==> config.mk <==
export PLATFORM = sky130hd
export DESIGN_NAME = qstc_lane
export DESIGN_NICKNAME = d
export VERILOG_FILES = /design/src/hdl/assert_macros.svh /design/src/hdl/qstc_pkg.sv /design/src/hdl/qstc_lane.sv
export SDC_FILE = /design/constraint.sdc
export NUM_CORES = 1
export LEC_CHECK = 0
export ABC_CLOCK_PERIOD_IN_PS = 11400
export BUFFER_PORTS_ARGS = -buffer_cell sky130_fd_sc_hd__buf_2
export CAP_MARGIN = 5
export CORE_MARGIN = 2
export CORE_UTILIZATION = 60
export DETAILED_ROUTE_END_ITERATION = 7
export GPL_TIMING_DRIVEN = 0
export PLACE_DENSITY = 0.76
export SETUP_SLACK_MARGIN = 0.5
export SYNTH_ARGS = -nofsm -noshare
export SYNTH_HDL_FRONTEND = slang
export SYNTH_SLANG_ARGS = --single-unit
==> constraint.sdc <==
create_clock -name clock -period 11.4 [get_ports clock]
set_input_delay 1.14 -clock clock [delete_from_list [all_inputs] [get_ports clock]]
set_output_delay 1.14 -clock clock [all_outputs]
set_load 0.01 [all_outputs]
==> src/hdl/assert_macros.svh <==
// Assertion macros used by the codec top module.
`ifndef ASSERT_MACROS_SVH
`define ASSERT_MACROS_SVH
// Implication checked on every clock edge outside reset.
`define CHK_IMPLY(label, clk, rst, lhs, rhs, msg) \
   label: assert property (@(posedge clk) disable iff (rst) (lhs) |-> (rhs)) else $error(msg);
// Next-cycle implication checked outside reset.
`define CHK_NEXT(label, clk, rst, lhs, rhs, msg) \
   label: assert property (@(posedge clk) disable iff (rst) (lhs) |=> (rhs)) else $error(msg);
`endif

==> src/hdl/qstc_pkg.sv <==
`timescale 1ns / 1ps
// ---------------------------------------------------------------------------
// Quaternion codec package
// Widths, constants and payload types shared by the codec modules.
// ---------------------------------------------------------------------------
package qstc_pkg;
   localparam int unsigned NumComp = 4;
   localparam int unsigned NumLane = 3;
   localparam logic [19:0] EncMul = 20'd739895;
   localparam logic [15:0] DecMul = 16'd46439;
   localparam logic [8:0]  MagMax = 9'd511;
   localparam logic [14:0] Q15Max = 15'd32767;
   localparam logic [31:0] OneSq  = 32'd1073741824;

   typedef enum logic {
      MODE_ENCODE = 1'b0,
      MODE_DECODE = 1'b1
   } mode_type;

   typedef struct packed {
      logic              mode;
      logic signed [15:0] comp_0;
      logic signed [15:0] comp_1;
      logic signed [15:0] comp_2;
      logic signed [15:0] comp_3;
      logic [31:0]       packed_word;
   } req_type;

   typedef struct packed {
      logic [31:0]       packed_word;
      logic signed [15:0] comp_0;
      logic signed [15:0] comp_1;
      logic signed [15:0] comp_2;
      logic signed [15:0] comp_3;
   } rsp_type;
endpackage

==> src/hdl/qstc_lane.sv <==
`timescale 1ns / 1ps
// ---------------------------------------------------------------------------
// Codec lane
// Quantises one component to a 10-bit field, or expands one field, and
// squares the decoded value. Two register stages.
// ---------------------------------------------------------------------------
module qstc_lane import qstc_pkg::*; (
   input  logic              clock,
   input  logic              advance,
   input  logic signed [15:0] comp_in,
   input  logic              negate,
   input  logic [9:0]        field_in,
   output logic [9:0]        field_out,
   output logic signed [15:0] value_out,
   output logic [29:0]       square_out
);
   logic signed [16:0] fold;
   logic [15:0]        mag;
   logic [35:0]        enc_prod_in, enc_prod_ff;
   logic               enc_neg_ff;
   logic [24:0]        dec_prod_in, dec_prod_ff;
   logic               dec_neg_ff;
   logic [10:0]        q;
   logic [14:0]        dmag;

   // Fold the sign and take the magnitude (up to 32768).
   assign fold = negate ? -17'(comp_in) : 17'(comp_in);
   assign mag  = fold[16] ? 16'(-fold) : fold[15:0];
   assign enc_prod_in = 36'(mag) * 36'(EncMul);
   assign dec_prod_in = 25'(field_in[8:0]) * 25'(DecMul);

   // Stage one: products.
   always_ff @(posedge clock) begin
      if (advance) begin
         enc_prod_ff <= enc_prod_in;
         enc_neg_ff  <= fold[16];
         dec_prod_ff <= dec_prod_in;
         dec_neg_ff  <= field_in[9];
      end
   end

   // Stage two: saturate, sign and square.
   assign q    = enc_prod_ff[35:25];
   assign dmag = dec_prod_ff[24:10];
   always_ff @(posedge clock) begin
      if (advance) begin
         field_out  <= {enc_neg_ff, (q > 11'(MagMax)) ? MagMax : q[8:0]};
         value_out  <= dec_neg_ff ? -16'(dmag) : 16'(dmag);
         square_out <= 30'(dmag) * 30'(dmag);
      end
   end
endmodule

* Yosys cells after proc, flatten, opt, wreduce, memory -nomap -nowiden
Index checks and enable logic that the tools add are counted. W data, S select, Z words.
Cells by class: add/subtract/negate cells 3, multiply operators 3, magnitude comparators 1, mux-type cells 3
Operator list (number):
- $mul A16 B20 Y36 const B | 1
- $mul A15 B15 Y30 | 1
- $mul A9 B16 Y25 const B | 1
- $mux W17 | 1
- $neg A16 Y17 | 1
- $mux W16 | 1
- $neg A15 Y16 | 1
- $neg A16 Y16 | 1
- $mux W15 | 1
- $gt A11 B9 Y1 const B | 1
Word-level totals: register bits after elaboration 119, input bits 29, output and inout bits 56, logic and storage cells 19

* Logic depth before layout (Yosys ltp)
Gate-level depths: netlist of the first run.
word-level depth 5, depth in mapped cells 32, mapped depth without buffers 31

* Worst setup path after synthesis of the first run
Ideal clock, no wire load.
path type input to register, from input comp_in[0], to register enc_prod_ff[33], data pin, setup time 0.261 ns, data arrival time 8.573 ns, data required time 11.139 ns, path slack 2.566 ns, stages 32, buffers on the path 1, path through inv_1 -> ha_1 -> or4b_4 -> buf_6 -> o31ai_1 -> xor2_1 -> and4b_1 -> nand4_1 -> and3_1 -> o21ai_1 -> nand2_1 -> ha_1 -> inv_1 -> ha_1 -> inv_1 -> fa_1 -> inv_1 -> fa_1 -> fa_1 -> inv_1 -> fa_1 -> fa_1 -> inv_1 -> ha_1 -> nand3_1 -> nor2_1 -> o31ai_1 -> o211a_1 -> a211o_1 -> a211o_1 -> and4_1 -> a311o_1
On the way: cells in the longest elaborated chain, start to end 5
Ends and longest elaborated chain:
- from (decl) | RTL line qstc_lane.sv:10 | input logic signed [15:0] comp_in,
- $neg A16 Y17 | RTL line qstc_lane.sv:27 | assign fold = negate ? -17'(comp_in) : 17'(comp_in);
- $mux W17 (*) | RTL line qstc_lane.sv:27
- $neg A16 Y16 | RTL line qstc_lane.sv:28 | assign mag = fold[16] ? 16'(-fold) : fold[15:0];
- $mux W16 (*) | RTL line qstc_lane.sv:28
- $mul A16 B20 Y36 (*) | RTL line qstc_lane.sv:29 | assign enc_prod_in = 36'(mag) * 36'(EncMul);
- named net enc_prod_in[33] | RTL line qstc_lane.sv:19 | logic [35:0] enc_prod_in, enc_prod_ff;
- to (signal assigned) | RTL line qstc_lane.sv:35 | enc_prod_ff <= enc_prod_in;
- to (decl) | RTL line qstc_lane.sv:19
The timed path passes the listed nets; every way through them passes the cells marked *. A chain may end at the register's enable or synchronous reset.

* Worst setup path in the final report of the first run
Same ends and word-level chain as after synthesis.

==> results.toml, run 1 <==
[floorplanning]
boundaryPins = 85
die_x_um = 176
row_count = 62
initial_core_util = 0.612
fp.dieH_um = 176
die_area_mm2 = 0.0308
core-area_mm2 = 0.0289

[synthesis]
synth_cell_types = 66
syn_area_mm2 = 0.0177
synth_ff_type = "edfxtp_1"
avgSynthCellArea_um2 = 10.1
ys_ff_latch = 82
yosysMostFrequentCell = "inv_1"
synth_common_cells = "inv_1, ha_1, fa_1"
synth_cells = 1752
synth_top_cells_by_area = "fa_1, ha_1, edfxtp_1"
ys_async_sr_fraction = 0
yosys_warnings = 0
synth-edff-count = 82
netlist.top_cell.by_area = "fa_1"
synth.net_count = 2378
synth_top_area_share = 0.324
synth_seq_area_share = 0.139

[cts]
cts_buffers = 9
post_cts_resized = 0
ctsHoldBuffers = 0
cts_sinks = 82
clock_path_buffers = 2
cts_tree = "done"
clk_latency_ps = 360
cts_setup_buffers = 0
clk_pin_slew_worst_paths_ps = 70
cts_root_buf = "clkbuf_16"
cts_max_level = 3

[detailed_routing]
drt-initial-drc-count = 575
ant_nets = 0
wl_per_cell_um = 16.3
dr_total_vias = 12000
routed_wirelength_um = 36200
routed_via_density = 5.40
drtPass1Iterations = 4
route.detailed.drc = 0

[min_path]
worst_hold_path.endpoint = "field_out[9]"
holdCritPathClass = "reg2reg"
hold_path_depth = 0
hp-start = "enc_neg_ff"

[global_routing]
grt-ovfl-total = 0
grt-busiest-layer = "met2"
grt_max_degree = 65
grtUsageMet3 = 0.0333
use_met1 = 0.330
grt_pass1_wl_um = 60800
grt_antenna_before_repair = 0
grtUsageMet2 = 0.431
grt_pass1_vias = 12500
grt.total_usage = 0.247

[critical_path]
worstSetupPathType = "in2reg"
cp.required_ps = 11490
rrSetupSlack_ps = 3870
startpoint_type = "primary input"
worst_setup_path_end_kind = "register"
r2r_start = "dec_prod_ff[19]"
slowest_delay_ps = 540
cp_max_fo = 13
ff2ff_path_depth = 20
crit_top_cell = "inv_1"
r2r_end = "square_out[29]"
cp_slowest_cell = "fa_1"
arrival_ps = 9960

[placement]
hpwl_um = 31500
gp_congestion = 0.928
portBuffers = 79
pre_cts_slack_ps = 1190

[finish]
final_nets = 2469
drive_gt1_frac = 0.0628
area_delta_synth_final_pct = 6.69
diodes = 0

[timing]
period_needed_ps = 9870
setup_viol = 0
hold_viol_final = 0
drv_slew = 0
tns_ps = 0
setup_slack_ps = 1530
min_period_over_period = 0.866
finClkSkew_ps = 14.4
fmax_mhz = 101
worstMarginPinSlew_ps = 1140
slew_headroom = 0.232
rsz0062_at_grt = "no"

[status]
status = "finished, final reports clean"

[job]
cap_violations = 0
[layout by cell type, fill, tap and decap left out, drive strengths merged, types with 34 or more instances in the layout]
cell type	n
xor2	34
nor2	52
edfxtp	82
xnor2	62
and2	55
buf	87
inv	438
fa	286
nand2	85
clkbuf	36
a21oi	58
ha	311
[metal layers]
metal  wire length (um)  part of all wire
met2              17900              0.49
met4                617             0.017
met3               1620             0.045
met1              16100              0.44
met5                  0                 0
[critical path, delay by kind of cell]
family / cells / cell delay (ps)
simple gates: 8 / 1710
buf+inv: 8 / 990
fa+ha+maj: 9 / 3860
compound gates: 8 / 2230
[how the worst max path moves through the flow]
| stage | start | endpoint | slack (ps) | cells after the start |
|---|---|---|---|---|
| after floorplan | comp_in[0] | enc_prod_ff[33] | 2570 | 32 |
| after global routing | comp_in[0] | enc_prod_ff[33] | 960 | 30 |
| after CTS | comp_in[0] | enc_prod_ff[33] | 1530 | 30 |
| final | comp_in[0] | enc_prod_ff[33] | 1530 | 33 |
| after detailed placement | comp_in[0] | enc_prod_ff[33] | 1190 | 30 |
| after global placement | comp_in[0] | enc_prod_ff[33] | 1280 | 33 |
[through the flow]
step	hold slack [ps]	cells	instance area [um2]	utilization
detailed placement	422	2216	18600	0.643
global placement	421	2215	18500	0.642
finish	432	2230	18800	0.653
global route	453	2230	18800	0.653
CTS	437	2230	18800	0.653
floorplan	400	1752	17700	-
[kinds of logic (layout without fill, tap and decap cells)]
kind of cell	Yosys count	in the layout	share of synthesized area
AOI/OAI and AO/OA	194	194	0.0724
xor gates and xnor gates	96	96	0.0485
adders and majority gates	597	597	0.545
buffers and inverters	470	564	0.101
DFF	82	82	0.139
muxes	2	2	0.00120
other	1	1	0.000212
and+or+nand+nor	310	310	0.0922
[cell type report]
type,count,area [um2]
flip-flops and latches,82,2460
clock buffers,11,233
repair buffers,80,425
fillers,2292,10000
inverters,438,1640
well taps,384,480
multi-input cells,1200,13400
plain buffers,32,145
clock inverters,3,42.5
[registers in the layout, indices dropped and copies added, names as in the netlist]
| name | count |
|---|---|
| dec_neg_ff | 1 |
| dec_prod_ff | 15 |
| enc_neg_ff | 1 |
| enc_prod_ff | 11 |
| field_out | 10 |
| square_out | 28 |
| value_out | 16 |
Power of run 1 is not shown: default switching activity piles up to over one toggle a cycle in this logic, so the estimate is an artifact.
==> inputs of run 2 (changes only) <==
--- a/config.mk
+++ b/config.mk
@@ -7,11 +7,11 @@
 export LEC_CHECK = 0
 export ABC_CLOCK_PERIOD_IN_PS = 11400
 export BUFFER_PORTS_ARGS = -buffer_cell sky130_fd_sc_hd__buf_2
-export CAP_MARGIN = 5
-export CORE_MARGIN = 2
+export CAP_MARGIN = 20
 export CORE_UTILIZATION = 60
 export DETAILED_ROUTE_END_ITERATION = 7
 export GPL_TIMING_DRIVEN = 0
+export HOLD_SLACK_MARGIN = 0.05
 export PLACE_DENSITY = 0.76
 export SETUP_SLACK_MARGIN = 0.5
 export SYNTH_ARGS = -nofsm -noshare
==> run 2 against run 1 <==
Net effect: routed wire length fell by 1.0%; hold slack lost 0.68 ps; via count is 0.34% higher; critical path depth did not move; largest cell class unchanged; worst setup slack improved by 64 ps.
==> results.toml, run 2 (synthesis results as in run 1) <==
[cts]
cts_setup_buffers = 0
clock_path_buffers = 2
post_cts_resized = 0
cts_root_buf = "clkbuf_16"
cts_max_level = 3
cts_sinks = 82
clk_latency_ps = 350
clk_pin_slew_worst_paths_ps = 60
cts_buffers = 9
cts_tree = "done"
ctsHoldBuffers = 0

[finish]
largest_reg_flops = 28
final_nets = 2469
drive_gt1_frac = 0.0633
area_delta_synth_final_pct = 6.75
final_common_cell = "inv_1"
reg_top3 = "square_out x28, value_out x16, dec_prod_ff x15"
final_util = 0.653
fillCellCount = 2279
diodes = 0
regMostFlops = "square_out"
final_cell_mix = "inv_1, ha_1, fa_1, nand2_1, edfxtp_1"
seqCellArea_mm2 = 0.00246
multiInputGateArea_mm2 = 0.0134

[detailed_routing]
ant_nets = 0
drt-initial-drc-count = 519
routed_wirelength_um = 35900
dr_total_vias = 12100
routed_via_density = 5.41
route.detailed.drc = 0
wl_per_cell_um = 16.1
drtPass1Iterations = 5

[floorplanning]
initial_core_util = 0.612
die_x_um = 174
core-area_mm2 = 0.0289
die_area_mm2 = 0.0301
row_count = 62
fp.dieH_um = 174
boundaryPins = 85

[status]
status = "finished, final reports clean"

[timing]
rsz0062_at_grt = "no"
finClkSkew_ps = 14.5
fmax_mhz = 102
tns_ps = 0
min_period_over_period = 0.860
drv_slew = 0
slew_headroom = 0.309
worstMarginPinSlew_ps = 1030
period_needed_ps = 9810
hold_viol_final = 0
setup_viol = 0

[critical_path]
r2r_end = "square_out[29]"
r2r_start = "dec_prod_ff[19]"
ff2ff_path_depth = 20
cp_max_fo = 13
crit_top_cell = "inv_1"
rrSetupSlack_ps = 3750
cp_slowest_cell = "fa_1"
worstSetupPathType = "in2reg"
slowest_delay_ps = 550
arrival_ps = 9900
cp.required_ps = 11500
worst_setup_path_end_kind = "register"
startpoint_type = "primary input"

[global_routing]
grt-ovfl-total = 0
grt_max_degree = 65
grt.total_usage = 0.256
grt_pass1_vias = 12900
grt_antenna_before_repair = 0
grt_pass1_wl_um = 61800

[min_path]
hold_path_depth = 0
holdCritPathClass = "reg2reg"
worst_hold_path.endpoint = "field_out[9]"
hp-start = "enc_neg_ff"

[placement]
hpwl_um = 31200
portBuffers = 79
gp_congestion = 0.938

[job]
cap_violations = 0
## run 2: changes by cell type in the layout (fill, tap and decap cells not counted), sizes merged
| cell | before | now |
|---|---|---|
| clkbuf | 36 | 35 |
| clkinv | 1 | 3 |
| clkinvlp | 1 | 2 |
## run 2: worst max-delay path by stage
stage,start,endpoint,slack (ps),depth (start not counted)
floorplan,comp_in[0],enc_prod_ff[33],2570,32
global placement,comp_in[0],enc_prod_ff[33],1290,30
detailed placement,comp_in[0],enc_prod_ff[33],1210,33
CTS,comp_in[0],enc_prod_ff[33],1570,32
global route,comp_in[0],enc_prod_ff[35],1080,33
finish,comp_in[0],enc_prod_ff[33],1590,33
## run 2: area by class of cell
type	count	share of cell area
clock inverters	6	0.00305
inverters	438	0.0872
plain buffers	32	0.00770
clock buffers	10	0.0121
repair buffers	80	0.0226
multi-input cells	1200	0.711
well taps	384	0.0255
flip-flops and latches	82	0.131
## run 2: stage by stage
| stage | setup WS [ps] | area, um2 | hold slack, ps | cells |
|---|---|---|---|---|
| after floorplan | 2570 | 17700 | 400 | 1752 |
| after CTS | 1570 | 18800 | 438 | 2232 |
| after global placement | 1290 | 18500 | 421 | 2215 |
| after global routing | 1080 | 18800 | 452 | 2232 |
| after detailed placement | 1210 | 18600 | 422 | 2216 |
| final | 1590 | 18800 | 431 | 2232 |
## run 2: critical path: cells and delay by family
family	cells	cell delay [ps]
XOR/XNOR	1	290
AO/OA/AOI/OAI	7	1840
buffers and inverters	8	970
adder cells (fa/ha/maj)	9	3850
AND/OR/NAND/NOR	8	1790
## run 2: routing by layer
layer	vias up	wire length (um)	track usage
li1	5792	-	-
met1	5956	15800	0.347
met2	300	17900	0.446
met3	26	1770	0.0294
met4	0	339	0.0498
met5	-	0	0
Power of run 2 is left out for the same reason.
