[src/hdl/assert_macros.svh]
// Assertion macros used by the codec top module.
`ifndef ASSERT_MACROS_SVH
`define ASSERT_MACROS_SVH
// Implication checked on every clock edge outside reset.
`define CHK_IMPLY(label, clk, rst, lhs, rhs, msg) \
   label: assert property (@(posedge clk) disable iff (rst) (lhs) |-> (rhs)) else $error(msg);
// Next-cycle implication checked outside reset.
`define CHK_NEXT(label, clk, rst, lhs, rhs, msg) \
   label: assert property (@(posedge clk) disable iff (rst) (lhs) |=> (rhs)) else $error(msg);
`endif

[src/hdl/qstc_pkg.sv]
`timescale 1ns / 1ps
// ---------------------------------------------------------------------------
// Quaternion codec package
// Widths, constants and payload types shared by the codec modules.
// ---------------------------------------------------------------------------
package qstc_pkg;
   localparam int unsigned NumComp = 4;
   localparam int unsigned NumLane = 3;
   localparam logic [19:0] EncMul = 20'd739895;
   localparam logic [15:0] DecMul = 16'd46439;
   localparam logic [8:0]  MagMax = 9'd511;
   localparam logic [14:0] Q15Max = 15'd32767;
   localparam logic [31:0] OneSq  = 32'd1073741824;

   typedef enum logic {
      MODE_ENCODE = 1'b0,
      MODE_DECODE = 1'b1
   } mode_type;

   typedef struct packed {
      logic              mode;
      logic signed [15:0] comp_0;
      logic signed [15:0] comp_1;
      logic signed [15:0] comp_2;
      logic signed [15:0] comp_3;
      logic [31:0]       packed_word;
   } req_type;

   typedef struct packed {
      logic [31:0]       packed_word;
      logic signed [15:0] comp_0;
      logic signed [15:0] comp_1;
      logic signed [15:0] comp_2;
      logic signed [15:0] comp_3;
   } rsp_type;
endpackage

[src/hdl/qstc_isqrt.sv]
`timescale 1ns / 1ps
// ---------------------------------------------------------------------------
// Pipelined square root
// Restoring integer square root, one result bit per stage over 16 stages.
// ---------------------------------------------------------------------------
module qstc_isqrt import qstc_pkg::*; (
   input  logic        clock,
   input  logic        advance,
   input  logic [30:0] rad_in,
   output logic [15:0] root_out
);
   logic [31:0] rem_ff  [1:15];
   logic [15:0] root_ff [1:16];
   logic [31:0] rem_in  [16];
   logic [15:0] root_in [16];

   // Each stage tries one result bit, from the top down.
   for (genvar s = 0; s < 16; s++) begin : g_stage
      logic [31:0] rem_cur;
      logic [15:0] root_cur;
      logic [31:0] trial;

      // The first stage works straight on the radicand.
      if (s == 0) begin : g_first
         assign rem_cur  = 32'(rad_in);
         assign root_cur = '0;
      end else begin : g_next
         assign rem_cur  = rem_ff[s];
         assign root_cur = root_ff[s];
      end

      assign trial = (32'(root_cur) << (16 - s)) | (32'd1 << (2 * (15 - s)));
      always_comb begin
         if (rem_cur >= trial) begin
            rem_in[s]  = rem_cur - trial;
            root_in[s] = root_cur | (16'd1 << (15 - s));
         end else begin
            rem_in[s]  = rem_cur;
            root_in[s] = root_cur;
         end
      end
      always_ff @(posedge clock) begin
         if (advance) begin
            root_ff[s+1] <= root_in[s];
         end
      end

      // The remainder is not needed after the last stage.
      if (s < 15) begin : g_rem
         always_ff @(posedge clock) begin
            if (advance) begin
               rem_ff[s+1] <= rem_in[s];
            end
         end
      end
   end

   assign root_out = root_ff[16];
endmodule

[config.mk]
export PLATFORM = sky130hd
export DESIGN_NAME = qstc_isqrt
export DESIGN_NICKNAME = d
export VERILOG_FILES = /design/src/hdl/assert_macros.svh /design/src/hdl/qstc_pkg.sv /design/src/hdl/qstc_isqrt.sv
export SDC_FILE = /design/constraint.sdc
export NUM_CORES = 1
export LEC_CHECK = 0
export ABC_AREA = 1
export BUFFER_PORTS_ARGS = -buffer_cell sky130_fd_sc_hd__buf_2
export CORE_MARGIN = 2
export CORE_UTILIZATION = 40
export CTS_BUF_LIST = sky130_fd_sc_hd__clkbuf_8
export CTS_CLUSTER_SIZE = 10
export DETAILED_ROUTE_END_ITERATION = 8
export GPL_TIMING_DRIVEN = 0
export SLEW_MARGIN = 30
export SYNTH_ARGS = -nofsm -noshare
export SYNTH_HDL_FRONTEND = slang
export SYNTH_SLANG_ARGS = --single-unit
[constraint.sdc]
create_clock -name clock -period 2.2 [get_ports clock]
set_clock_uncertainty 0.15 [all_clocks]
set_input_delay 0.11 -clock clock [delete_from_list [all_inputs] [get_ports clock]]
set_output_delay 0.11 -clock clock [all_outputs]
set_load 0.02 [all_outputs]
After elaboration in Yosys (flattened, before gate mapping). Memory sizes are Yosys's and may differ from the RTL's. Cells that the tools add are included. W data, S select, Z words.

Flip-flop bits (word level): 0. Word-level logic and storage cells: 66. Memories kept: 2. Input port bits: 33. Memory bits (writable): 736.

Memories: rem_ff (words 15, width 32, read ports 15, clocked after memory_dff 0, wr ports 15, RTL line qstc_isqrt.sv:12) `logic [31:0] rem_ff [1:15];`; root_ff (words 16, width 16, read ports 16, clocked after memory_dff 0, wr ports 16, RTL line qstc_isqrt.sv:13) `logic [15:0] root_ff [1:16];`.

Mux-type cells: 33. Add/sub/neg operators: 15. $lt $le $gt $ge: 16.

Operators by type and width (number): $mux W32 (15); $ge A32 B17 Y1 (1); $ge A32 B18 Y1 (1); $ge A32 B19 Y1 (1); $ge A32 B20 Y1 (1); $ge A32 B21 Y1 (1); $ge A32 B22 Y1 (1); $ge A32 B23 Y1 (1); $ge A32 B24 Y1 (1); $ge A32 B25 Y1 (1); $ge A32 B26 Y1 (1); $ge A32 B27 Y1 (1); $ge A32 B28 Y1 (1); $ge A32 B29 Y1 (1); $ge A32 B30 Y1 (1); $ge A32 B31 Y1 (1); $sub A31 B31 Y32 const B (1); $sub A32 B18 Y32 (1); $sub A32 B19 Y32 (1); $sub A32 B20 Y32 (1); $sub A32 B21 Y32 (1); $sub A32 B22 Y32 (1); $sub A32 B23 Y32 (1); $sub A32 B24 Y32 (1); 24 further kinds (26).

Depth between registers and ports, before layout. Gate-level depths: netlist (run 1). An unclocked memory read counts as a cell.

Word-level depth: 3. Gate-level depth with buffers: 14. Depth with buffers taken out: 14.

Worst setup path before layout (run 1). OpenSTA, ideal clock, no wires.

Path type: flip-flop to flip-flop. Start point: register, netlist name rem_ff[0][455]. End point: register, netlist name rem_ff[0][494]. Arrival: 1706 ps. Path buffers: 1. Setup time: 255 ps. Setup slack: 90 ps. Clock period less this slack: 2110 ps. Cell stages (with the launch flop): 11. Cells stage by stage: edfxtp_1 ha_1 nand2_2 inv_2 nand2_1 nand3_1 nand2_1 nand3_2 nor2_4 buf_6 o21ai_2.

==> metrics.csv, run 1 <==
stage,metric,value,unit
drt,initial DRC count,1708,
logic_synthesis,Post-Syn Area,33600,um2
logic_synthesis,synth top area cells,"edfxtp_1 55%, nand2_1 12%, inv_1 6.2%, ha_1 5.5%, nor2_1 3.7%",
global_routing,first-pass GRT wire length,139000,um
sta,Setup WS post-layout,-0.211,ns
worst_setup_path,"Worst Path Class, Setup",reg -> reg,
drt,remaining antenna violation count,0,
sta,setup TNS,-11.45,ns
worst_setup_path,Critical Path RT,2.48,ns
global_routing,antenna violations before repair,1,
placement,Detail Placement HPWL,62700,um
logic_synthesis,Seq cells post-synth,616,
clock_network,clk sink count,616,
worst_setup_path,Crit. End Element,flop,
logic_synthesis,Post-synth ARST share,0,%
power_and_ir_drop,Peak VDD IR,589,uV
cells_and_area,share of layout cells above drive strength 1,32.0,%
worst_setup_path,crit path launch type,flop,
die,Rows,106,
logic_synthesis,register area share after synthesis,55.0,%
sta,unrepaired setup endpoints after global routing,true,
sta,final hold vios,0,
drt,DR WL met2,45400,um
worst_setup_path,reg2reg setup slack,-0.21,ns
clock_network,Clock Path Buffers,3,
die,Initial Utilization,40.3,%
power_and_ir_drop,total power,36.6,mW
cells_and_area,final instance area,45200,um2
drt,DRC errors left,0,
job,max cap viols,0,
status,failing checks,setup timing,
sta,# setup viols final,130,
logic_synthesis,distinct cell type count after synthesis,51,
placement,DP Cell Count,4783,
drt,drt first pass iters,6,
cells_and_area,Final Non-Filler Cells,5384,
drt,Routed WL per cell,17.0,um
clock_network,CTS root buffer,clkbuf_8,
power_and_ir_drop,Power Density,811,nW/um2
sta,Final Max Tran Viols,0,
worst_setup_path,R2R cell count,12,
logic_synthesis,Post-synth top flop,edfxtp_1,
die,Die H,294,um
worst_setup_path,CP startpoint,root_ff[6][14],
logic_synthesis,syn_area_per_cell,9.23,um2
drt,met3 routed WL,4100,um
cells_and_area,area grow syn2layout,34.3,%
clock_network,CTS tree,built,
global_routing,vias in the first global route,26000,
placement,"Cell Area, Placed",35500,um2
sta,slew at the pin closest to its max-slew limit,0.642,ns
power_and_ir_drop,Leakage,19.1,nW
die,Die W,294,um
clock_network,H-tree levels,3,
status,status,"finished, violations left",
logic_synthesis,Synth Instances,3647,
global_routing,GRT Util Overall,20.4,%
global_routing,GRT overflow,0,
worst_setup_path,CP arrival,2.69,ns
worst_setup_path,Setup crit end,rem_ff[0][433],
worst_setup_path,CP Max Fanout,10,
placement,PortBufs,47,
cells_and_area,Util after Layout,54.2,%
worst_setup_path,RR Startpoint,root_ff[6][14],
worst_hold_path,Worst Hold Class,in -> reg,
sta,fmax,415,MHz
placement,dpl ws,-0.662,ns
worst_setup_path,reg-to-reg endpoint,rem_ff[0][433],
placement,gp weighted congestion,0.934,
sta,final period utilization,110,%
drt,vias,26800,
clock_network,Worst-Skew Late Latency,0.72,ns
sta,Tmin final,2.41,ns
clock_network,CTS buffer count,104,
die,core area,83400,um2
cells_and_area,filler instances,7151,
clock_network,"Reg clk slew, reported paths",0.06,ns
sta,Slew HR,56.8,%
die,num ports,49,
sta,hold slack,0.212,ns
die,Die ar.,86500,um2
drt,vias per cell,4.97,
drt,Top Metal Used,met4,
drt,M1 WL,39500,um
global_routing,largest net degree at the start of global routing,89,
logic_synthesis,YS warnings,0,
drt,Post-Route WL,91600,um
logic_synthesis,Post-synth EDFFs,616,
logic_synthesis,top cell type's share of synthesized area,55.0,%
cells_and_area,layout net count,4405,
logic_synthesis,dominant cell type by area after synthesis,edfxtp_1,
[cell type report]
type / instances / area [um2] / area share (%)
diodes: 1 / 2.50 / 0.00554
plain buffers: 26 / 420 / 0.930
multi-input cells: 2429 / 16500 / 36.5
repair buffers: 471 / 4210 / 9.31
inverters: 576 / 2230 / 4.95
clock buffers: 105 / 1450 / 3.20
well taps: 1080 / 1350 / 2.99
clock inverters: 80 / 534 / 1.18
flip-flops and latches: 616 / 18500 / 40.9
[logic make-up after synthesis]
group	after synthesis	synth area share [%]
AOI/OAI and AO/OA	304	5.56
xor gates and xnor gates	106	2.78
adders and majority gates	148	5.50
buffers and inverters	603	7.26
DFF	616	55.0
other	1	0.0111
and+or+nand+nor	1869	23.9
[synthesized netlist by cell type, drive strengths merged, types with 14 or more instances]
cell type	number
nand2	1095
buf	26
xor2	56
or2	14
nand3b	25
edfxtp	616
nand4	73
o21ai	121
nor2	357
nor4	22
nor3	47
inv	574
ha	148
xnor2	50
nand3	222
a21oi	153
[worst min-delay path by stage]
stage                     from        endpoint  cells past startpoint
finish                 advance  rem_ff[0][313]                      2
CTS                    advance  rem_ff[0][312]                      2
global route           advance  rem_ff[0][313]                      2
detailed placement  rad_in[30]  root_ff[0][31]                      1
floorplan            rad_in[0]   rem_ff[0][32]                      0
global placement    rad_in[30]  root_ff[0][31]                      1
[cell usage in the layout, fill, tap and decap left out, drive strengths merged]
master,synthesis,routed
buf,26,429
a22oi,2,2
xnor2,50,50
conb,1,2
clkinv,2,40
diode,0,1
nor4b,1,1
nor3b,7,7
clkbuf,1,110
bufinv,0,6
edfxtp,616,616
dlygate4sd3,0,63
or2,14,14
nand3,222,222
nor3,47,47
a31oi,1,1
o21bai,12,12
a21o,4,4
nor2,357,357
a21boi,5,5
ha,148,148
and3,2,2
nand2,1095,1095
nand2b,1,1
xor2,56,56
o21ai,121,121
and2,3,3
a21oi,153,153
nor4,22,22
o21a,2,2
nand4,73,73
o211ai,3,3
o31ai,1,1
inv,574,610
nand3b,25,25
[what timing repair did]
item | in CTS | in global routing
pin swaps | 166 | 191
cloned | 14 | 4
endpoints found under the hold margin | 292 | 0
hold buffers | 63 | 0
setup endpoints to repair | 236 | 236
buffers inserted | 215 | 126
gates resized for setup | 523 | 479
[sequential cells by signal, summed over array words and instances (netlist names)]
register / flops
root_ff: 136
rem_ff: 480
[per-layer routing]
layer | GRT usage, % | vias to the layer above
li1 | - | 13300
met5 | 0 | -
met1 | 26.5 | 12700
met3 | 2.86 | 186
met2 | 35.3 | 655
met4 | 6.18 | 0
[power breakdown]
part	internal (mW)	leakage (nW)	switching, mW	total (mW)
logic	4.71	12.1	6.20	10.9
clock network	5.18	1.13	4.67	9.85
registers	14.7	5.91	1.17	15.9
total	24.6	19.1	12.0	36.6
[worst max-delay path, cell delays in order, from the launching register on]
cell and delay [ns]:
edfxtp_1 0.44, inv_2 0.07, ha_4 0.28, nand2_4 0.06
nor2_4 0.18, nand4_1 0.22, nor2_2 0.20, nor2_2 0.07
nand2_4 0.12, inv_8 0.06, buf_12 0.15, nand2_2 0.07
o21ai_2 0.06
Power figures use the tool's default switching activity.
==> run 2: changes to the inputs <==
- CTS_BUF_LIST: sky130_fd_sc_hd__clkbuf_8 -> sky130_fd_sc_hd__clkbuf_4 sky130_fd_sc_hd__clkbuf_8 sky130_fd_sc_hd__clkbuf_16
- clock period: 2.2 -> 1.9 ns (I/O delays scaled with it)
==> run 2 against run 1 <==
  * The run still ends with setup timing left
  * Cell count grew 0.84%
  * Routed wire length increased by 4.4%
  * Non-clock buffer count grew 123
  * Sequential share of layout area down 2.4 points
  * First-iteration DRC count increased by 5.6%
  * Register-to-register slack lost 0.30 ns
  * Sequential power increased by 16%
  * Combinational power grew 35%
  * Critical path depth unchanged
  * Total power rose by 27%
  * Hold slack got worse by 0.18 ns
  * Count of clock-buffer cells in the layout shrank 18
  * Critical path type unchanged
==> metrics.csv, run 2 (synthesis gave the netlist of run 1 again) <==
stage,metric,value,unit,change
clock_network,clk sink count,616,,unchanged
drt,initial DRC count,1803,,+5.6%
cells_and_area,n_diodes,0,,-1
sta,# setup viols final,505,,+290%
worst_setup_path,crit path launch type,flop,,
die,Die ar.,86500,um2,unchanged
sta,setup TNS,-103.22,ns,-91.77 ns
placement,PortBufs,47,,unchanged
drt,Post-Route WL,95600,um,+4.4%
cells_and_area,area grow syn2layout,42.6,%,
drt,remaining antenna violation count,0,,unchanged
drt,drt first pass iters,6,,unchanged
power_and_ir_drop,Peak VDD IR,814,uV,+38%
status,status,"finished, violations left",,
clock_network,CTS root buffer,clkbuf_16,,
cells_and_area,multi-input logic area,17800,um2,+7.8%
global_routing,vias in the first global route,26600,,+2.2%
cells_and_area,filler instances,6748,,-5.6%
global_routing,GRT overflow,0,,unchanged
sta,unrepaired setup endpoints after global routing,true,,
worst_setup_path,Critical Path RT,2.09,ns,-0.39 ns
sta,slew at the pin closest to its max-slew limit,0.655,ns,+0.0132 ns
cells_and_area,Final Non-Filler Cells,5429,,+0.84%
clock_network,H-tree levels,3,,unchanged
power_and_ir_drop,Power Density,968,nW/um2,+19%
die,Rows,106,,unchanged
die,core area,83400,um2,unchanged
drt,vias,27300,,+2.0%
global_routing,GRT Util Overall,21.1,%,+0.71 points
worst_hold_path,Hold Path Depth,2,,unchanged
cells_and_area,"commonest non-fill, non-tap cell in the layout",nand2_1,,
sta,Slew HR,55.9,%,-0.89 points
placement,"Cell Area, Placed",37000,um2,+4.3%
power_and_ir_drop,Leakage,20.2,nW,+5.3%
cells_and_area,Register Area,18500,um2,unchanged
clock_network,CTS tree,built,,
sta,final hold vios,0,,unchanged
clock_network,"Reg clk slew, reported paths",0.05,ns,about the same
sta,Final Max Tran Viols,0,,unchanged
worst_setup_path,CP arrival,2.60,ns,-0.09 ns
die,Initial Utilization,40.3,%,unchanged
cells_and_area,Biggest register,rem_ff,,
worst_hold_path,Worst Hold Class,in -> reg,,
placement,dpl ws,-0.754,ns,-0.0914 ns
worst_setup_path,CP startpoint,root_ff[6][15],,
sta,final period utilization,127,%,+17 points
drt,vias per cell,5.03,,+1.2%
die,num ports,49,,unchanged
die,Die W,294,um,unchanged
cells_and_area,final instance area,48000,um2,+6.2%
clock_network,CTS buffer count,76,,-27%
drt,Routed WL per cell,17.6,um,+3.5%
placement,DP Cell Count,4783,,unchanged
global_routing,first-pass GRT wire length,143000,um,+3.1%
sta,Setup WS post-layout,-0.508,ns,-0.297 ns
worst_setup_path,"Worst Path Class, Setup",reg -> reg,,
cells_and_area,layout net count,4501,,+2.2%
cells_and_area,largest registers,"rem_ff (480), root_ff (136)",,
worst_hold_path,hold wc startpoint,rad_in[1],,
worst_setup_path,Crit. End Element,flop,,
clock_network,Clock Path Buffers,3,,unchanged
worst_setup_path,CP Max Fanout,5,,-5
cells_and_area,share of layout cells above drive strength 1,39.7,%,+7.7 points
global_routing,largest net degree at the start of global routing,96,,+7.9%
global_routing,antenna violations before repair,0,,-1
placement,Detail Placement HPWL,64200,um,+2.4%
cells_and_area,max reg flops,480,,unchanged
sta,Tmin final,2.41,ns,-0.00303 ns
cells_and_area,most frequent cells in the layout,"703 x nand2_1, 616 x edfxtp_1, 426 x inv_1, 385 x buf_4, 271 x nor2_1",,
sta,fmax,415,MHz,+0.13%
job,max cap viols,0,,unchanged
status,failing checks,setup timing,,
sta,hold slack,0.0345,ns,-0.177 ns
die,Die H,294,um,unchanged
worst_setup_path,RR Startpoint,root_ff[6][15],,
clock_network,Worst-Skew Late Latency,0.63,ns,-0.09 ns
placement,gp weighted congestion,0.934,,about the same
drt,DRC errors left,0,,unchanged
worst_setup_path,R2R cell count,12,,unchanged
[run 2: cell types whose count changed in the layout (fill, tap and decap cells not counted), sizes merged, moves of 4 or more]
cell	delta
clkbuf	-19
dlygate4sd3	-8
buf	+131
bufinv	-4
inv	-37
clkinv	-19
[run 2: worst max-delay path, stage by stage (launching register included)]
cell	delay, ns
edfxtp_1	0.41
inv_2	0.06
ha_4	0.29
nand2_4	0.06
nor2_4	0.18
nand4_1	0.23
nor2_2	0.24
nor2_4	0.07
nand2_4	0.10
inv_8	0.06
buf_12	0.14
nand2_2	0.05
o21ai_2	0.07
[run 2: metal layers]
metal | vias up | GRT usage, % | part of all wire, %
met4 | 0 | 5.48 | 2.6
li1 | 13400 | - | -
met2 | 591 | 37.4 | 51
met3 | 165 | 2.63 | 3.8
met1 | 13200 | 27.3 | 43
met5 | - | 0 | 0
[run 2: worst paths after layout]
path / endpoint / slack, ns
max reg2reg: rem_ff[0][430] / -0.51
min: rem_ff[0][33] / 0.03
min reg2reg: root_ff[7][13] / 0.26
max: rem_ff[0][430] / -0.51
[run 2: cell type report]
type | instances | share of cell area (%)
Clock buffer | 87 | 4.17
Timing Repair Buffer | 596 | 11.2
Multi-Input combinational cell | 2429 | 37.1
Clock inverter | 20 | 0.626
Buffer | 24 | 0.832
Timing Repair inverter | 1 | 0.0157
Inverter | 576 | 4.72
Sequential cell | 616 | 38.6
Tap cell | 1080 | 2.82
[run 2: timing repair]
action	4_1_cts	5_1_grt
gates resized for setup	739	436
endpoints found under the setup margin	251	529
gates cloned	23	3
buffers inserted	330	158
hold buffers	56	2
hold endpoints to repair	116	94
pin swaps	270	240
[run 2: power by group]
| group | leakage, nW | switching, mW | total [mW] | internal [mW] |
|---|---|---|---|---|
| registers | 5.91 | 1.34 | 18.4 | 17.1 |
| clock network | 1.13 | 5.55 | 13.4 | 7.80 |
| logic | 13.1 | 8.14 | 14.7 | 6.53 |
[run 2: through the flow]
| stage | total power [mW] | utilization, % |
|---|---|---|
| after CTS | 44.6 | 54.5 |
| final | 46.4 | 57.5 |
| after global placement | 28.1 | 44.1 |
| after floorplan | 25.1 | - |
| after detailed placement | 28.0 | 44.3 |
| after global routing | 48.7 | 57.5 |
==> run 3: changes to the inputs <==
- BUFFER_PORTS_ARGS: -buffer_cell sky130_fd_sc_hd__buf_2 -> not set
- CTS_BUF_LIST: sky130_fd_sc_hd__clkbuf_4 sky130_fd_sc_hd__clkbuf_8 sky130_fd_sc_hd__clkbuf_16 -> not set
- DONT_BUFFER_PORTS: not set -> 1
==> run 3 against run 2 <==
  * The run ends with hold timing, setup timing left
  * Total power shrank 2.0%
  * Via count down 2.1%
  * Cell count decreased by 1.8%
  * Register-to-register slack lost 0.08 ns
  * Design area shrank 2.7%
  * Fmax shrank 3.3%
  * Routed wire length down 2.0%
  * Die area unchanged
  * Sequential cell count is the same
  * Global-route usage down 0.35 points
  * Critical path type unchanged
  * Largest cell class unchanged
==> metrics.csv, run 3 (synthesis gave the netlist of run 1 again) <==
stage,metric,value,unit,change
cells_and_area,Biggest register,rem_ff,,
clock_network,CTS tree,built,,
die,Die H,294,um,unchanged
worst_hold_path,Worst Hold Class,in -> reg,,
sta,Final Max Tran Viols,0,,unchanged
drt,DRC errors left,0,,unchanged
worst_setup_path,crit path launch type,flop,,
global_routing,largest net degree at the start of global routing,617,,+540%
clock_network,CTS root buffer,clkbuf_16,,
sta,Slew HR,31.7,%,-24 points
status,status,"finished, violations left",,
cells_and_area,layout net count,4403,,-2.2%
die,core area,83400,um2,unchanged
cells_and_area,share of layout cells above drive strength 1,36.4,%,-3.3 points
job,max cap viols,0,,unchanged
power_and_ir_drop,total power,45.5,mW,-2.0%
worst_setup_path,Critical Path RT,2.12,ns,+0.03 ns
cells_and_area,area grow syn2layout,38.7,%,
sta,# setup viols final,247,,-51%
sta,final period utilization,131,%,+4.3 points
clock_network,Worst-Skew Late Latency,0.65,ns,+0.02 ns
global_routing,antenna violations before repair,1,,+1
sta,slew at the pin closest to its max-slew limit,1.02,ns,+0.367 ns
worst_setup_path,"Worst Path Class, Setup",reg -> reg,,
drt,vias,26800,,-2.1%
drt,initial DRC count,1909,,+5.9%
cells_and_area,most frequent cells in the layout,"744 x nand2_1, 616 x edfxtp_1, 438 x inv_1, 346 x buf_4, 274 x nor2_1",,
clock_network,Clock Path Buffers,3,,unchanged
sta,hold slack,-0.589,ns,-0.624 ns
global_routing,GRT overflow,0,,unchanged
cells_and_area,max reg flops,480,,unchanged
global_routing,met1 Resource Use GR,26.7,%,-0.55 points
drt,Post-Route WL,93700,um,-2.0%
clock_network,CTS buffer count,75,,-1.3%
worst_setup_path,RR Startpoint,root_ff[6][15],,
clock_network,"Reg clk slew, reported paths",0.05,ns,about the same
global_routing,first-pass GRT wire length,140000,um,-2.3%
power_and_ir_drop,Peak VDD IR,744,uV,-8.6%
drt,vias per cell,5.02,,-0.30%
clock_network,clk sink count,616,,unchanged
cells_and_area,"commonest non-fill, non-tap cell in the layout",nand2_1,,
sta,Tmin final,2.49,ns,+0.0810 ns
drt,Routed WL per cell,17.6,um,-0.22%
placement,gp weighted congestion,0.917,,-1.8%
clock_network,H-tree levels,3,,unchanged
global_routing,Most Crowded Layer GR,met2,,
die,Rows,106,,unchanged
die,Initial Utilization,40.3,%,unchanged
sta,Setup WS post-layout,-0.589,ns,-0.0810 ns
placement,PortBufs,0,,-100%
global_routing,GRT met2 Usage,35.8,%,-1.6 points
worst_setup_path,CP Max Fanout,3,,-2
worst_setup_path,CP startpoint,root_ff[6][15],,
cells_and_area,largest registers,"rem_ff (480), root_ff (136)",,
worst_hold_path,hold wc startpoint,advance,,
sta,unrepaired setup endpoints after global routing,true,,
die,Die W,294,um,unchanged
global_routing,GRT Util Overall,20.8,%,-0.35 points
cells_and_area,final instance area,46700,um2,-2.7%
worst_setup_path,CP arrival,2.71,ns,+0.11 ns
placement,Detail Placement HPWL,62400,um,-2.8%
worst_setup_path,Crit. End Element,flop,,
cells_and_area,filler instances,6979,,+3.4%
power_and_ir_drop,Leakage,19.5,nW,-3.3%
global_routing,vias in the first global route,26100,,-1.9%
placement,dpl ws,-0.791,ns,-0.0372 ns
drt,remaining antenna violation count,0,,unchanged
placement,"Cell Area, Placed",36500,um2,-1.3%
sta,fmax,402,MHz,-3.3%
die,Die ar.,86500,um2,unchanged
die,num ports,49,,unchanged
global_routing,global-route met3 utilization,2.54,%,-0.091 points
placement,DP Cell Count,4728,,-1.1%
sta,final hold vios,119,,+119
status,failing checks,"hold timing, setup timing",,
drt,drt first pass iters,9,,+3
power_and_ir_drop,Power Density,975,nW/um2,+0.76%
cells_and_area,Final Non-Filler Cells,5332,,-1.8%
-- run 3: what timing repair did --
action	4_1_cts	5_1_grt
gates resized for setup	676	372
buffers inserted	281	138
endpoints found under the hold margin	647	88
hold buffers	62	3
pin swaps	218	209
cloned	22	5
endpoints found under the setup margin	251	402
-- run 3: final cells by class --
type                            instances  area (um2)  area share, %
Antenna cell                            2        5.00         0.0107
Buffer                                 27         449          0.963
Clock buffer                           85        1910           4.10
Clock inverter                         20         262          0.560
Inverter                              576        2260           4.85
Multi-Input combinational cell       2429       17400           37.2
Sequential cell                       616       18500           39.6
Tap cell                             1080        1350           2.90
Timing Repair Buffer                  495        4550           9.74
Timing Repair inverter                  2        18.8         0.0402
-- run 3: worst max-delay path, cell delays in order (launching register included) --
cell,delay [ns]
edfxtp_1,0.42
inv_2,0.08
ha_4,0.28
nand2_4,0.06
nor2_4,0.18
nand4_1,0.27
nor2_2,0.23
nor2_2,0.08
nand2_4,0.11
buf_6,0.14
buf_6,0.10
nand3_2,0.04
nand2_1,0.06
nand2_1,0.05
-- run 3: final timing paths --
kind | endpoint | slack [ns] | depth (start not counted)
worst min-delay path | rem_ff[0][319] | -0.59 | 0
worst max-delay path | rem_ff[0][442] | -0.59 | 13
worst min register to register | rem_ff[0][391] | 0.24 | 0
worst max register to register | rem_ff[0][442] | -0.59 | 13
-- run 3: layer usage --
metal / up-vias / share of wire (%)
met1: 12800 / 43
met4: 0 / 3.4
met5: - / 0
li1: 13200 / -
met2: 550 / 50
met3: 181 / 3.6
-- run 3: stage by stage --
stage,util [%],TNS (ns)
global placement,43.8,-116.52
floorplan,-,-9.70
finish,55.9,-74.40
detailed placement,43.8,-115.38
CTS,53.0,-67.52
global route,55.9,-94.16
-- run 3: where the power goes --
| group | internal, mW | total, mW | switching, mW |
|---|---|---|---|
| Combinational | 6.29 | 14.1 | 7.82 |
| Clock | 7.34 | 13.0 | 5.62 |
| Sequential | 17.1 | 18.4 | 1.37 |
